==> src/rtl/core/ttm_ram.sv <==
// ttm_ram: generic single write port, single read port RAM with registered read
// no dependencies
module ttm_ram #(
	parameter int WIDTH = 80,
	parameter int DEPTH = 16
) (
	input  logic                     clk,
	input  logic                     we,
	input  logic [$clog2(DEPTH)-1:0] waddr,
	input  logic [WIDTH-1:0]         wdata,
	input  logic [$clog2(DEPTH)-1:0] raddr,
	output logic [WIDTH-1:0]         rdata
);

	logic [WIDTH-1:0] mem [DEPTH];

	// write and registered read
	always_ff @(posedge clk) begin
		if (we) begin
			mem[waddr] <= wdata;
		end
		rdata <= mem[raddr];
	end

endmodule

==> config.mk <==
export PLATFORM = sky130hd
export DESIGN_NAME = ttm_ram
export DESIGN_NICKNAME = d
export VERILOG_FILES = /design/src/rtl/core/ttm_ram.sv
export SDC_FILE = /design/constraint.sdc
export NUM_CORES = 1
export LEC_CHECK = 0
export BUFFER_PORTS_ARGS = -buffer_cell sky130_fd_sc_hd__buf_2
export CAP_MARGIN = 20
export CORE_ASPECT_RATIO = 0.9
export CORE_MARGIN = 10
export CORE_UTILIZATION = 57
export CTS_CLUSTER_SIZE = 12
export DETAILED_ROUTE_END_ITERATION = 10
export GPL_ROUTABILITY_DRIVEN = 0
export PLACE_DENSITY = 0.82
export RECOVER_POWER = 100
export SYNTH_ARGS = -nofsm -noshare
export SYNTH_HDL_FRONTEND = slang
export SYNTH_SLANG_ARGS = --single-unit
export TNS_END_PERCENT = 100
==> constraint.sdc <==
create_clock -name clk -period 11 [get_ports clk]
set_clock_uncertainty 0.1 [all_clocks]
set_input_delay 0 -clock clk [delete_from_list [all_inputs] [get_ports clk]]
set_output_delay 0 -clock clk [all_outputs]
set_load 0.05 [all_outputs]
Word-level counts from Yosys, hierarchy flattened
Memories as Yosys holds them, arrays and structs flattened. A register that Yosys moved wholly into a read port is not among the register bits. Cells that the tools add are included.

Register bits: 0. Latch bits: 0. RAM bits: 1280. ROM bits: 0. Bits of input ports: 90. Output and inout port bits: 80. Logic and storage cells: 3. Memories: 1.

Memories: mem (depth 16, bits a word 80, rd ports 1, clocked after memory_dff 1, write ports 1, line 15) `logic [WIDTH-1:0] mem [DEPTH];`.

$add $sub $neg: 0. Multiply operators: 0. Div/mod/pow operators: 0. Magnitude comparators: 0. Equal/unequal tests: 0. Shift-type cells: 0. Muxes and demuxes: 2. Bitwise logic cells: 0. Reduce and logical (&&, ||, !) cells: 0.

Operators by type and width (count): 1-bit two-way mux (2).

Depth between registers and ports, before layout
Word-level depth: 2. Gate-level depth with buffers: 6. Depth with buffers taken out: 3.

Worst setup path before layout
No wires, ideal clock.

Path kind: in2reg. From: input port waddr[2]. To: memory mem[0][0], enable pin. Setup time: 0.618 ns. Arrival: 5.936 ns. Required time: 10.282 ns. Setup slack: 4.347 ns. Stages on the path: 2. Path buffers: 0. Cells stage by stage: or3b_2 nor3_1.

RTL lines: start: declaration (line 9) `input logic [$clog2(DEPTH)-1:0] waddr,`; end: declaration (line 15).

No word-level cell before the write port.

Worst setup path in the final report
From: input port waddr[2]. To: memory mem[3][69], enable pin.

No word-level cell before the write port.

==> metrics.txt <==
CP max stage delay 2.66 ns; worst hold path startpoint wdata[24]; Via-to-Cell Ratio 6.54; pin count of the biggest net entering global routing 114; Buf+Inv Stages, Crit Path 4; Core Area 86,000 µm²; worst-skew pair later-pin latency 0.74 ns; Post-Place Setup Slack 8.19 ns; die area 98,900 µm²; power per cell area 192 nW/µm²; CP max FO 44; Max Clk Rate 0.159 GHz; H-tree depth 4; Die W 330 µm; Final Hold Violating Endpoints 0; post-layout net count 2,482; Seq/Total Area, Yosys 0.810; Worst setup EP type flop; critical path's most frequent cell clkbuf_1; CP Launch Type input port; delay-heaviest family, CP buffers and inverters; Initial DRT Pass Iterations 6; syn_nets 2,144; syn avg cell area 24.1 µm²; CTS tree done; GR Layer Usage met1 0.315; post-detailed-route count of antenna-violating nets 0; port bufs 169; cells along the critical path dlygate4sd3_1 > clkbuf_1 > or3b_2 > nor2_1 > clkbuf_1 > clkbuf_1; failing checks capacitance limit, slew limit; maxcap violations 36; 1st-iter DRT viols 3,394; PnR worst setup slack 4.72 ns; first-pass GRT wire length 174,000 µm; clock buffer depth 3; Die Span Y 299 µm; Syn. warnings 0; Worst VDD drop 0.000139 V; GRT Total Usage 0.242; worst r2r src mem[0][79]; share of cells above drive strength 1 0.204; Synth Register Bits 1,360; initial antenna violation count 6; setup bufs post-CTS 0; WP data arrival 6.42 ns; DP Cell Count 3,304; Vias 23,813; Mapped Area 49,400 µm²; DRC Markers 0; synthesis-to-finish area growth 13.8%; clock sink count 1,360; Pleak 0.0176 µW; Slew @ Worst Pin 5.41 ns; min-delay worst type in -> reg; Final Instance Count excl. Fillers 3,642; min cycle time layout 6.28 ns; CP max stage cell clkbuf_1; unrepaired setup endpoints after global routing false; setup violators final 0; Syn Inst Count 2,054; Critical Path RT 11.14 ns; # rows 102; grt ovf 0; status finished with violations; fillers 5,299; slew margin rel. -2.61; Critical path origin waddr[2]; period utilization 0.571; met3 GRT Util 0.0463; io pins 170; cell chosen for the clock root clkbuf_16; Final HPWL DP 54,800 µm; final wirelength 118,000 µm; setup_tns 0 ns; Initial Util 0.575; Final Max Tran Viols 1,374; DR WL/cell 32.5 µm; Distinct cells, synth 18; vias in the first global route 25,285; Most Crowded Layer GR met2; CTS buffer count 136; Worst-path clk slew 0.06 ns; grt met2 use 0.411; critical path class in -> reg
==> state kept, by name (all words and copies together) (netlist names) <==
| signal | count |
|---|---|
| mem | 1280 |
| rdata | 80 |
==> area by class of cell <==
| class | count | area, µm² | share of cell area |
|---|---|---|---|
| Sequential cell | 1360 | 40000 | 0.712 |
| Multi-Input combinational cell | 587 | 8910 | 0.158 |
| Clock buffer | 221 | 3840 | 0.0682 |
| Timing Repair Buffer | 307 | 1850 | 0.0328 |
| Tap cell | 1144 | 1430 | 0.0254 |
| Clock inverter | 20 | 180 | 0.00320 |
| Antenna cell | 3 | 7.51 | 0.000133 |
==> cells in the final DEF (no fill, tap or decap), drive strengths merged <==
master,instances
buf,19
nand2b,2
and2,1
nand3,1
bufinv,1
nand2,81
nor3,4
dlygate4sd3,92
nor2b,2
a22oi,160
diode,3
clkbuf,417
mux4,320
nor2,13
or3b,1
inv,7
edfxtp,1280
nand3b,2
dfxtp,80
clkinv,12
==> path summary, 6_finish.rpt <==
| kind | depth (start not counted) | end | slack, ns |
|---|---|---|---|
| hold reg to reg | 3 | rdata[26] | 0.57 |
| hold / removal | 2 | mem[1][24] | 0.22 |
| setup reg to reg | 4 | rdata[79] | 9.06 |
| setup / recovery | 6 | mem[3][69] | 4.72 |
==> power breakdown <==
| part | internal (µW) | leakage, µW | switching, µW |
|---|---|---|---|
| registers | 5800 | 0.0122 | 51.6 |
| clock network | 2410 | 0.00193 | 1880 |
| logic | 208 | 0.00346 | 423 |
==> cell families (layout without fill, tap and decap cells) <==
logic type	Yosys count	after routing	share of synthesized area
compound gates	160	160	0.0243
buf+inv	107	548	0.0110
flops	1360	1360	0.810
other cells	0	3	0
mux	320	320	0.146
simple gates	107	107	0.00876
==> layer usage <==
layer,vias to the layer above,part of all wire
li1,9481,-
met1,12472,0.35
met2,1569,0.52
met3,285,0.094
met4,6,0.032
met5,-,0.00025
==> repair_timing <==
action | 4_1_cts | 5_1_grt
endpoints found under the hold margin | 1461 | 0
gates resized for setup | 0 | 0
hold buffers | 93 | 0
==> worst register-to-register path, stage by stage, from the launching register on <==
cell and delay, ns:
edfxtp_1 0.40, mux4_2 0.47, a22oi_1 0.21, dlygate4sd3_1 0.57
nand2_1 0.07
==> metrics by stage <==
stage / utilization / hold WS, ns / cell area [µm²] / power (µW)
floorplan: - / -0.00113 / 49400 / 6330
global placement: 0.601 / 0.252 / 51700 / 6530
detailed placement: 0.601 / 0.280 / 51700 / 6560
CTS: 0.658 / 0.0244 / 56600 / 10800
global route: 0.654 / 0.258 / 56300 / 11100
finish: 0.654 / 0.221 / 56300 / 10800
==> cells in the mapped netlist <==
master	n	share of area
nor2_1	13	0.00099
nand3_1	1	0.00010
buf_4	4	0.00061
or3b_2	1	0.00018
edfxtp_1	1280	0.78
nor3_1	4	0.00041
buf_6	13	0.0030
nand2_1	81	0.0062
nand2b_1	2	0.00025
nand3b_1	2	0.00030
mux4_2	320	0.15
clkbuf_1	40	0.0030
nor2b_1	2	0.00025
buf_2	23	0.0023
dfxtp_1	80	0.032
a22oi_1	160	0.024
and2_1	1	0.00013
buf_1	27	0.0021
(Power assumes the default switching activity.)
