<file path="src/rtl/core/ttm_pkg.sv">
// ttm_pkg: shared types, codes and reset constants of the ttbar mass chi2 jet assigner
// no dependencies; imported by ttm_arith, the top level and the testbench
package ttm_pkg;

	localparam int VEC_W = 23;    // summed four-vector component width
	localparam int FLD_W = 20;    // input component width

	// four-vector as summed inside the block
	typedef struct packed {
		logic signed [VEC_W-1:0] px;
		logic signed [VEC_W-1:0] py;
		logic signed [VEC_W-1:0] pz;
		logic signed [VEC_W-1:0] e;
	} vec_t;

	// jet as held in the jet memory
	typedef struct packed {
		logic signed [FLD_W-1:0] px;
		logic signed [FLD_W-1:0] py;
		logic signed [FLD_W-1:0] pz;
		logic [FLD_W-1:0]        e;
	} jet_t;

	// request from the search sequencer to the arithmetic unit
	typedef struct packed {
		logic        start;
		vec_t        vec;
		logic [15:0] mean;
		logic [15:0] width;
	} arith_req_t;

	// item kinds
	localparam logic [1:0] MODE_LEP = 2'd0;
	localparam logic [1:0] MODE_NU  = 2'd1;
	localparam logic [1:0] MODE_JET = 2'd2;

	// result status codes
	localparam logic [1:0] ST_OK     = 2'd0;
	localparam logic [1:0] ST_FEWJET = 2'd1;
	localparam logic [1:0] ST_FEWCEN = 2'd2;
	localparam logic [1:0] ST_OVF    = 2'd3;

	// register indexes
	localparam logic [2:0] REG_ETA_LIMIT = 3'd0;
	localparam logic [2:0] REG_LEP_MASS  = 3'd1;
	localparam logic [2:0] REG_LEP_WIDTH = 3'd2;
	localparam logic [2:0] REG_HAD_MASS  = 3'd3;
	localparam logic [2:0] REG_HAD_WIDTH = 3'd4;

	// register reset values
	localparam logic [10:0] RST_ETA_LIMIT = 11'd614;
	localparam logic [15:0] RST_LEP_MASS  = 16'd2848;
	localparam logic [15:0] RST_LEP_WIDTH = 16'd562;
	localparam logic [15:0] RST_HAD_MASS  = 16'd2814;
	localparam logic [15:0] RST_HAD_WIDTH = 16'd485;

	localparam logic [31:0] CHI2_MAX = 32'hFFFF_FFFF;

endpackage

</file>
<file path="src/rtl/core/ttm_arith.sv">
// ttm_arith: iterative chi2 term unit, one shared squarer, bit-serial sqrt and divide
// depends on ttm_pkg
module ttm_arith
	import ttm_pkg::*;
(
	input  logic        clk,
	input  logic        arst_n,
	input  arith_req_t  req,
	output logic        done,
	output logic [31:0] term
);

	typedef enum logic [2:0] {A_IDLE, A_SQ, A_ROOT, A_DSQ, A_WSQ, A_DIV} astate_t;

	astate_t            st_q;
	logic [4:0]         cnt_q;
	vec_t               vec_q;
	logic [15:0]        mean_q;
	logic [15:0]        wid_q;
	logic signed [47:0] acc_q;
	logic [47:0]        rad_q;
	logic               neg_q;
	logic [25:0]        rem_q;
	logic [23:0]        root_q;
	logic [24:0]        ad_q;
	logic [48:0]        dsq_q;
	logic [31:0]        wsq_q;
	logic [31:0]        divr_q;
	logic [31:0]        divlo_q;
	logic [31:0]        quo_q;
	logic               done_q;
	logic [31:0]        term_q;

	logic signed [25:0] mul_a;
	logic signed [51:0] prod;
	logic signed [47:0] m2_next;
	logic [25:0]        rem2;
	logic [25:0]        trial;
	logic               rge;
	logic [25:0]        rem_n;
	logic [23:0]        root_n;
	logic signed [26:0] mass;
	logic signed [26:0] dlt;
	logic [15:0]        wv;
	logic [32:0]        dhi;
	logic [32:0]        r2;
	logic               dge;
	logic [32:0]        r2sub;
	logic               wsat;
	logic               fin;

	// shared squarer operand
	always_comb begin
		mul_a = '0;
		case (st_q)
			A_SQ: begin
				case (cnt_q[1:0])
					2'd0: mul_a = 26'(vec_q.e);
					2'd1: mul_a = 26'(vec_q.px);
					2'd2: mul_a = 26'(vec_q.py);
					default: mul_a = 26'(vec_q.pz);
				endcase
			end
			A_DSQ: mul_a = signed'({1'b0, ad_q});
			A_WSQ: mul_a = signed'({10'd0, wv});
			default: mul_a = '0;
		endcase
	end
	assign prod = mul_a * mul_a;

	assign wv      = (wid_q == 16'd0) ? 16'd1 : wid_q;
	assign m2_next = acc_q - signed'(prod[47:0]);

	// one square root digit per cycle
	assign rem2   = {rem_q[23:0], rad_q[47:46]};
	assign trial  = {root_q, 2'b01};
	assign rge    = rem2 >= trial;
	assign rem_n  = rge ? (rem2 - trial) : rem2;
	assign root_n = {root_q[22:0], rge};
	assign mass   = neg_q ? -signed'({3'b000, root_n}) : signed'({3'b000, root_n});
	assign dlt    = mass - signed'({11'd0, mean_q});

	// one quotient bit per cycle
	assign dhi   = dsq_q[48:16];
	assign r2    = {divr_q, divlo_q[31]};
	assign dge   = r2 >= {1'b0, wsq_q};
	assign r2sub = r2 - {1'b0, wsq_q};

	// quotient would reach 2^32, and the step that finishes a term
	assign wsat = dhi >= {1'b0, prod[31:0]};
	assign fin  = ((st_q == A_WSQ) && wsat) || ((st_q == A_DIV) && (cnt_q == 5'd31));

	always_ff @(posedge clk or negedge arst_n) begin
		if (!arst_n) begin
			st_q   <= A_IDLE;
			cnt_q  <= '0;
			done_q <= 1'b0;
		end else begin
			done_q <= fin;
			case (st_q)
				A_IDLE: begin
					if (req.start) begin
						vec_q  <= req.vec;
						mean_q <= req.mean;
						wid_q  <= req.width;
						cnt_q  <= '0;
						st_q   <= A_SQ;
					end
				end
				// m2 = e^2 - px^2 - py^2 - pz^2
				A_SQ: begin
					if (cnt_q == 5'd0) begin
						acc_q <= signed'(prod[47:0]);
						cnt_q <= cnt_q + 5'd1;
					end else if (cnt_q == 5'd3) begin
						neg_q  <= m2_next[47];
						rad_q  <= m2_next[47] ? 48'(-m2_next) : 48'(m2_next);
						rem_q  <= '0;
						root_q <= '0;
						cnt_q  <= '0;
						st_q   <= A_ROOT;
					end else begin
						acc_q <= m2_next;
						cnt_q <= cnt_q + 5'd1;
					end
				end
				A_ROOT: begin
					rem_q  <= rem_n;
					root_q <= root_n;
					rad_q  <= {rad_q[45:0], 2'b00};
					cnt_q  <= cnt_q + 5'd1;
					if (cnt_q == 5'd23) begin
						ad_q <= dlt[26] ? 25'(-dlt) : 25'(dlt);
						st_q <= A_DSQ;
					end
				end
				A_DSQ: begin
					dsq_q <= prod[48:0];
					st_q  <= A_WSQ;
				end
				// saturate when the quotient reaches 2^32
				A_WSQ: begin
					wsq_q <= prod[31:0];
					if (wsat) begin
						term_q <= CHI2_MAX;
						st_q   <= A_IDLE;
					end else begin
						divr_q  <= dhi[31:0];
						divlo_q <= {dsq_q[15:0], 16'd0};
						quo_q   <= '0;
						cnt_q   <= '0;
						st_q    <= A_DIV;
					end
				end
				A_DIV: begin
					divr_q  <= dge ? r2sub[31:0] : r2[31:0];
					divlo_q <= {divlo_q[30:0], 1'b0};
					quo_q   <= {quo_q[30:0], dge};
					cnt_q   <= cnt_q + 5'd1;
					if (cnt_q == 5'd31) begin
						term_q <= {quo_q[30:0], dge};
						st_q   <= A_IDLE;
					end
				end
				default: st_q <= A_IDLE;
			endcase
		end
	end

	assign done = done_q;
	assign term = term_q;

endmodule

</file>
<file path="config.mk">
export PLATFORM = sky130hd
export DESIGN_NAME = ttm_arith
export DESIGN_NICKNAME = d
export VERILOG_FILES = /design/src/rtl/core/ttm_pkg.sv /design/src/rtl/core/ttm_arith.sv
export SDC_FILE = /design/constraint.sdc
export NUM_CORES = 2
export LEC_CHECK = 0
export BUFFER_PORTS_ARGS = -buffer_cell sky130_fd_sc_hd__buf_2
export CORE_ASPECT_RATIO = 0.6
export CORE_MARGIN = 2
export CORE_UTILIZATION = 55
export CTS_CLUSTER_DIAMETER = 100
export DETAILED_ROUTE_END_ITERATION = 16
export PLACE_DENSITY = 0.71
export SETUP_SLACK_MARGIN = 0.15
export SYNTH_ARGS = -nofsm -noshare
export SYNTH_HDL_FRONTEND = slang
export SYNTH_SLANG_ARGS = --single-unit
</file>
<file path="constraint.sdc">
create_clock -name clk -period 13.25 [get_ports clk]
set_input_delay 1.9875 -clock clk [delete_from_list [all_inputs] [get_ports clk]]
set_output_delay 1.9875 -clock clk [all_outputs]
set_load 0.01 [all_outputs]
</file>
# Word level (Yosys, flattened, before mapping)
# Cells that the tools add are included.
# totals
ff_bits	511
inputBits	127
out_inout_bits	33
elab_cells	114
# classes
addsub	8
multipliers	1
n_lt_le_gt_ge	3
n_eq_ne	18
muxes	40
n_bitwise	1
reduce_logical	22
# op_table
cell	n
$mux 48	5
$pmux 32 s2	3
$mux 32	5
$pmux 26 s3	2
$mux 24	5
$pmux 24 s2	2
$pmux 48 s2	1
$ge 33x32->1	2
$pmux 31 s2	1
$mul 26x26->49	1
$neg 48->48	1
$sub 48x48->48	1
$sub 32x32->32	1
$mux 31	1
$mux 27	1
$neg 24->27	1
$sub 27x17->27	1
$ge 26x26->1	1
$mux 25	1
$neg 25->25	1
$sub 24x24->24	1
$mux 5	4
$pmux 5 s4	1
$mux 3	6
other kinds (26)	44

# Longest topological paths before layout
# depth
ltp_word	10
ltp_mapped	55
ltp_nobuf	50

# Worst setup path after synthesis
# No wires, ideal clock.
# synth_timing
kind	register -> register
from	reg cnt_q[1]
to	reg divlo_q[16], enable pin
setup_ns	0.517
arrival_time_ns	12.467
t_required_ns	12.733
setup_slack_ns	0.266
stages_incl_launch_ff	43
path_buffers	4
period_less_slack_ns	12.984
cell_sequence	dfrtp_1 -> inv_1 -> ha_1 -> clkbuf_1 -> clkbuf_1 -> a222oi_1 -> o21ai_0 -> a22oi_1 -> nor2_1 -> a21oi_1 -> inv_1 -> clkbuf_1 -> buf_1 -> nand2_1 -> fa_1 -> inv_1 -> fa_1 -> inv_1 -> [... 7 more ...] -> inv_1 -> ha_1 -> a21oi_1 -> o21ai_0 -> a221oi_1 -> o221ai_1 -> o21ai_0 -> nand2b_1 -> a21o_1 -> a21oi_1 -> xnor2_1 -> inv_1 -> ha_1 -> nor2b_1 -> o21ai_0 -> o311a_1 -> nor2_1 -> nor2_1
# synth_between
elab_chain_len	7
word_cells_on_any_way	9
cone_classes	mul (1); order compare (1); eq/ne (3); mux (2); reduce/logical (2)
# synth_lines
element	line_no	rtl
start, declared	ttm_arith.sv:16	logic [4:0] cnt_q;
start signal, assigned	ttm_arith.sv:114	cnt_q <= cnt_q + 5'd1;
start signal, assigned	ttm_arith.sv:124	cnt_q <= cnt_q + 5'd1;
start signal, assigned	ttm_arith.sv:131	cnt_q <= cnt_q + 5'd1;
$eq 2x2->1, or another cell as far along	ttm_arith.sv:57	case (cnt_q[1:0])
$pmux 26 s3 *	ttm_arith.sv:57	
$pmux 26 s3 *	ttm_arith.sv:55	case (st_q)
$mul 26x26->49 *	ttm_arith.sv:69	assign prod = mul_a * mul_a;
named net prod[30]	ttm_arith.sv:35	logic signed [51:0] prod;
$ge 33x32->1 *	ttm_arith.sv:90	assign wsat = dhi >= {1'b0, prod[31:0]};
$ne 2x2->1 (no line) *	n/a	
$reduce_and 3->1 (no line) *	n/a	
end signal, assigned	ttm_arith.sv:149	divlo_q <= {dsq_q[15:0], 16'd0};
end signal, assigned	ttm_arith.sv:157	divlo_q <= {divlo_q[30:0], 1'b0};
end, declared	ttm_arith.sv:29	logic [31:0] divlo_q;
# Mark *: on every way through the listed nets, which the timed path passes. The rest lies on a longest branch.
# A chain may end at the register's enable or synchronous reset.

# Worst setup path after layout
# layout_timing
from	reg cnt_q[1]
to	reg rad_q[43], data pin
# layout_between
elab_chain_len	10
word_cells_on_any_way	12
cone_classes	add/sub (2); mul (1); eq/ne (2); mux (6); reduce/logical (1)
# layout_lines
element	line_no	rtl
$eq 2x2->1, or another cell as far along	ttm_arith.sv:57	
$pmux 26 s3 *	ttm_arith.sv:57	
$pmux 26 s3 *	ttm_arith.sv:55	
$mul 26x26->49 *	ttm_arith.sv:69	
$sub 48x48->48 *	ttm_arith.sv:72	assign m2_next = acc_q - signed'(prod[47:0]);
$neg 48->48	ttm_arith.sv:117	rad_q <= m2_next[47] ? 48'(-m2_next) : 48'(m2_next);
$mux 48 *	ttm_arith.sv:117	
$mux 48 *	ttm_arith.sv:115	end else if (cnt_q == 5'd3) begin
$mux 48 *	ttm_arith.sv:112	if (cnt_q == 5'd0) begin
$pmux 48 s2 *	ttm_arith.sv:100	case (st_q)
end signal, assigned	ttm_arith.sv:117	
end signal, assigned	ttm_arith.sv:130	rad_q <= {rad_q[45:0], 2'b00};
end, declared	ttm_arith.sv:21	logic [47:0] rad_q;
# Mark *: on every way between the ends. The rest lies on a longest branch, timed or not. The select of a mux whose other input is x is not followed.

==> results.txt <==
- The run finished with clean final reports.
- The most numerous cell type found on the critical path is inv_1.
* Maximum buffer depth of the clock tree: 3
* Number of top-level pins: between 150 and 200
- Clock period minus final worst setup slack: about 13000 ps
- Floorplan die area: slightly above 0.09 mm²
- DR pass1 iterations: 10
- Overall Global Routing Usage: 0.298
- Synthesis-to-finish area growth: 9.25%
- For this design, the sink count on the clock tree is 493.
- The first global-routing pass estimated 211000 µm of wire.
- Crit. End Element: flip-flop
- STA classifies the critical path startpoint as a flip-flop.
- In this run the number of H-tree levels came out at 2.
- Summing every instance area after synthesis gives 0.0491 mm².
- Fill cells in the final layout number ~7300.
- Cell with the biggest individual delay on the critical path: fa_1
* DRC errors left: 0
- Counting flops with an async set or reset pin after synthesis yields a share of 0.0183.
- Data arrival time of the critical path: about 13000 ps
* Area occupied by multi-input gates: 0.0302 mm²
- Final-report hold violation count: 0
* Post-route ant nets: 0
- Number of cells traversed by the worst hold path: 1
* Slew of the pin with the lowest slew margin: between 1000 and 1500 ps
* Number of design-rule violations left by the first detailed-router iteration: around 4500
* Yosys synthesis warning count: 0
- Global routing finished with a remaining overflow of 0.
- Dominant cell type by area after synthesis: edfxtp_1
- TritonCTS created 45 clock buffers.
- In the final timing run, aggregate negative setup slack is 0 ps.
- Routability Congestion: around 1
* Clock slew at the register clock pins of the worst setup and hold paths: 70 ps
- Flip-flop and latch count after synthesis: 493
* Commonest cells in the netlist: inv_1, fa_1, nand2_1, edfxtp_1, nor2_1
- In this run the horizontal extent of the chip is between 300 and 400 µm.
- Setup repair after global routing missed its margin: false
- Final worst path period share: 0.949
- In this design, the stage delay of the slowest critical-path cell is 540 ps.
* Critical path type: flip-flop to flip-flop
* Post-route worst hold slack: ~500 ps
- Storage cell area: between 0.01 and 0.015 mm²
- Once layout is complete, the cells apart from fillers number about 6400.
- In this run, synthesis inferred 484 flip-flops with an integrated enable.
- Finish-stage setup viols: 0
- Synthesis produced a netlist whose cell count is between 5000 and 6000.
- Fraction of post-synthesis cell area in the top cell type by area: 0.296
- Fraction of the yosys area taken by sequential cells: 0.301
- Final Net Count: between 6000 and 7000
- After synthesis, the cell types taking the most area are edfxtp_1, fa_1, inv_1.
- Via count: 36752
- Vertical die dimension: between 200 and 250 µm
* Total wire length: between 100000 and 150000 µm
- Per-cell routed wire length: approximately 21 µm
* Largest net degree at the start of global routing: 86
- After floorplanning, the core was divided into 84 placement rows.
- Initial antenna violation count: 7
- The core region is just under 0.09 mm².
- The worst hold path belongs to the class flip-flop to flip-flop.
- Number of global-route vias before repair: between 30000 and 40000
* Post-detail-place hpwl: about 110000 µm
* Net Count, Synth: 6058
- Number of vias per cell: roughly 5.8
- Averaged over all synthesized cells, the footprint is ~9.8 µm².
* Final max-slew violation count: 0
* Worst-skew pair later-pin latency: around 590 ps
* Total of hold buffers inserted after clock tree synthesis: 0
* FMAX: a little under 0.08 GHz
- Final core utilization: 0.610
* Clock tree from TritonCTS: built
* Layout cell share with drive strength beyond 1: 0.0848
- Yosys mapped the design onto between 90 and 100 distinct sky130hd cell types.
* Count of maximum capacitance violations: 0
* IO buf count: about 160
* Clock tree root buffer cell: clkbuf_16
* Data required time at the worst endpoint: ~14000 ps
- The worst pin sits at a relative slew slack of 0.198.
- Among all cell types in the netlist, the one instantiated most often is inv_1.
- Along the worst path, the maximum fanout reaches 18.
- The clock arrives with 22.8 ps of skew.
- R2r worst-path depth: 52
- Once placement completed, the tool counted placed cells totaling approximately 6300.
- Primary FF master, synth: edfxtp_1
- For this configuration, the core starts out at a cell density of 0.558.
## per-layer routing
metal	part of all wire	global-route usage	up-vias
li1	-	-	16720
met1	0.45	0.471	17878
met4	0.019	0.0505	4
met2	0.39	0.403	1978
met5	0.00015	0	-
met3	0.13	0.0912	172
## sequential cells by signal, indices dropped and copies added, names as in the netlist, 24 cells and up
signal  flops
vec_q      92
acc_q      48
quo_q      31
rem_q      24
rad_q      48
wsq_q      31
term       32
root_q     24
ad_q       25
dsq_q      48
divr_q     32
## logic make-up (layout without fill, tap and decap cells)
group,Yosys count,count (layout),share of synthesized area
AO/OA/AOI/OAI,826,826,0.108
AND/OR/NAND/NOR,1320,1320,0.121
buffers and inverters,1168,1391,0.0894
flip-flops,493,493,0.301
multiplexers,23,23,0.00479
XOR/XNOR,244,244,0.0440
other,1,2,0.0000764
adder cells (fa/ha/maj),928,928,0.333
## per-stage QoR
step	setup slack (ps)	cell area, µm²
3_5_place_dp	27.4	51800
5_1_grt	143	53600
3_3_place_gp	439	51800
6_report	672	53600
4_1_cts	279	53300
2_1_floorplan	266	49100
## layout by cell type, fill, tap and decap left out, types with 18 or more instances in the layout
master	instances
xnor2_1	166
o31ai_1	25
nand4_1	28
o21a_1	27
clkbuf_16	47
edfxtp_1	484
buf_2	159
nand2b_1	57
a222oi_1	23
inv_1	996
nor2b_1	22
ha_1	295
buf_4	132
nand2_1	512
a31oi_1	46
and3_1	46
o21ai_0	174
a21o_1	100
xor2_1	71
nor2_1	422
or3_1	22
nor3_1	48
o21bai_1	18
fa_1	629
nor4_1	18
nand3_1	56
a21oi_1	231
mux2i_1	19
## worst max-delay path, delay by kind of cell, from the launching register on
| kind | cells | cell delay (ps) |
|---|---|---|
| buffers and inverters | 13 | 1550 |
| DFF | 1 | 490 |
| muxes | 1 | 300 |
| and+or+nand+nor | 10 | 1940 |
| xor gates and xnor gates | 2 | 300 |
| adders and majority gates | 10 | 4210 |
| AOI/OAI and AO/OA | 16 | 3480 |
## final timing paths
check,slack [ps],endpoint,from
worst max-delay path,670,rad_q[43],cnt_q[1]
worst min-delay path,500,term[31],quo_q[30]
worst max register to register,670,rad_q[43],cnt_q[1]
worst min register to register,500,term[31],quo_q[30]
max in group asynchronous,11550,cnt_q[1],arst_n
min in group asynchronous,1360,done,arst_n
## what timing repair did
item | in CTS | in global routing
setup endpoints to repair | 3 | 50
gates cloned | 0 | 1
resized for setup | 3 | 42
buffers inserted | 0 | 16
pin swaps | 0 | 4
## cell type report
| class | instances | area share |
|---|---|---|
| well taps | 1161 | 0.0271 |
| clock inverters | 33 | 0.00639 |
| inverters | 1009 | 0.0710 |
| repair buffers | 298 | 0.0356 |
| diodes | 1 | 0.0000467 |
| repair inverters | 1 | 0.0000933 |
| clock buffers | 50 | 0.0221 |
| multi-input cells | 3342 | 0.562 |
| flip-flops and latches | 493 | 0.275 |
Power is left out: the tool's default activity adds up to more than one toggle a clock period on the data nets, which glitch-free logic cannot reach.
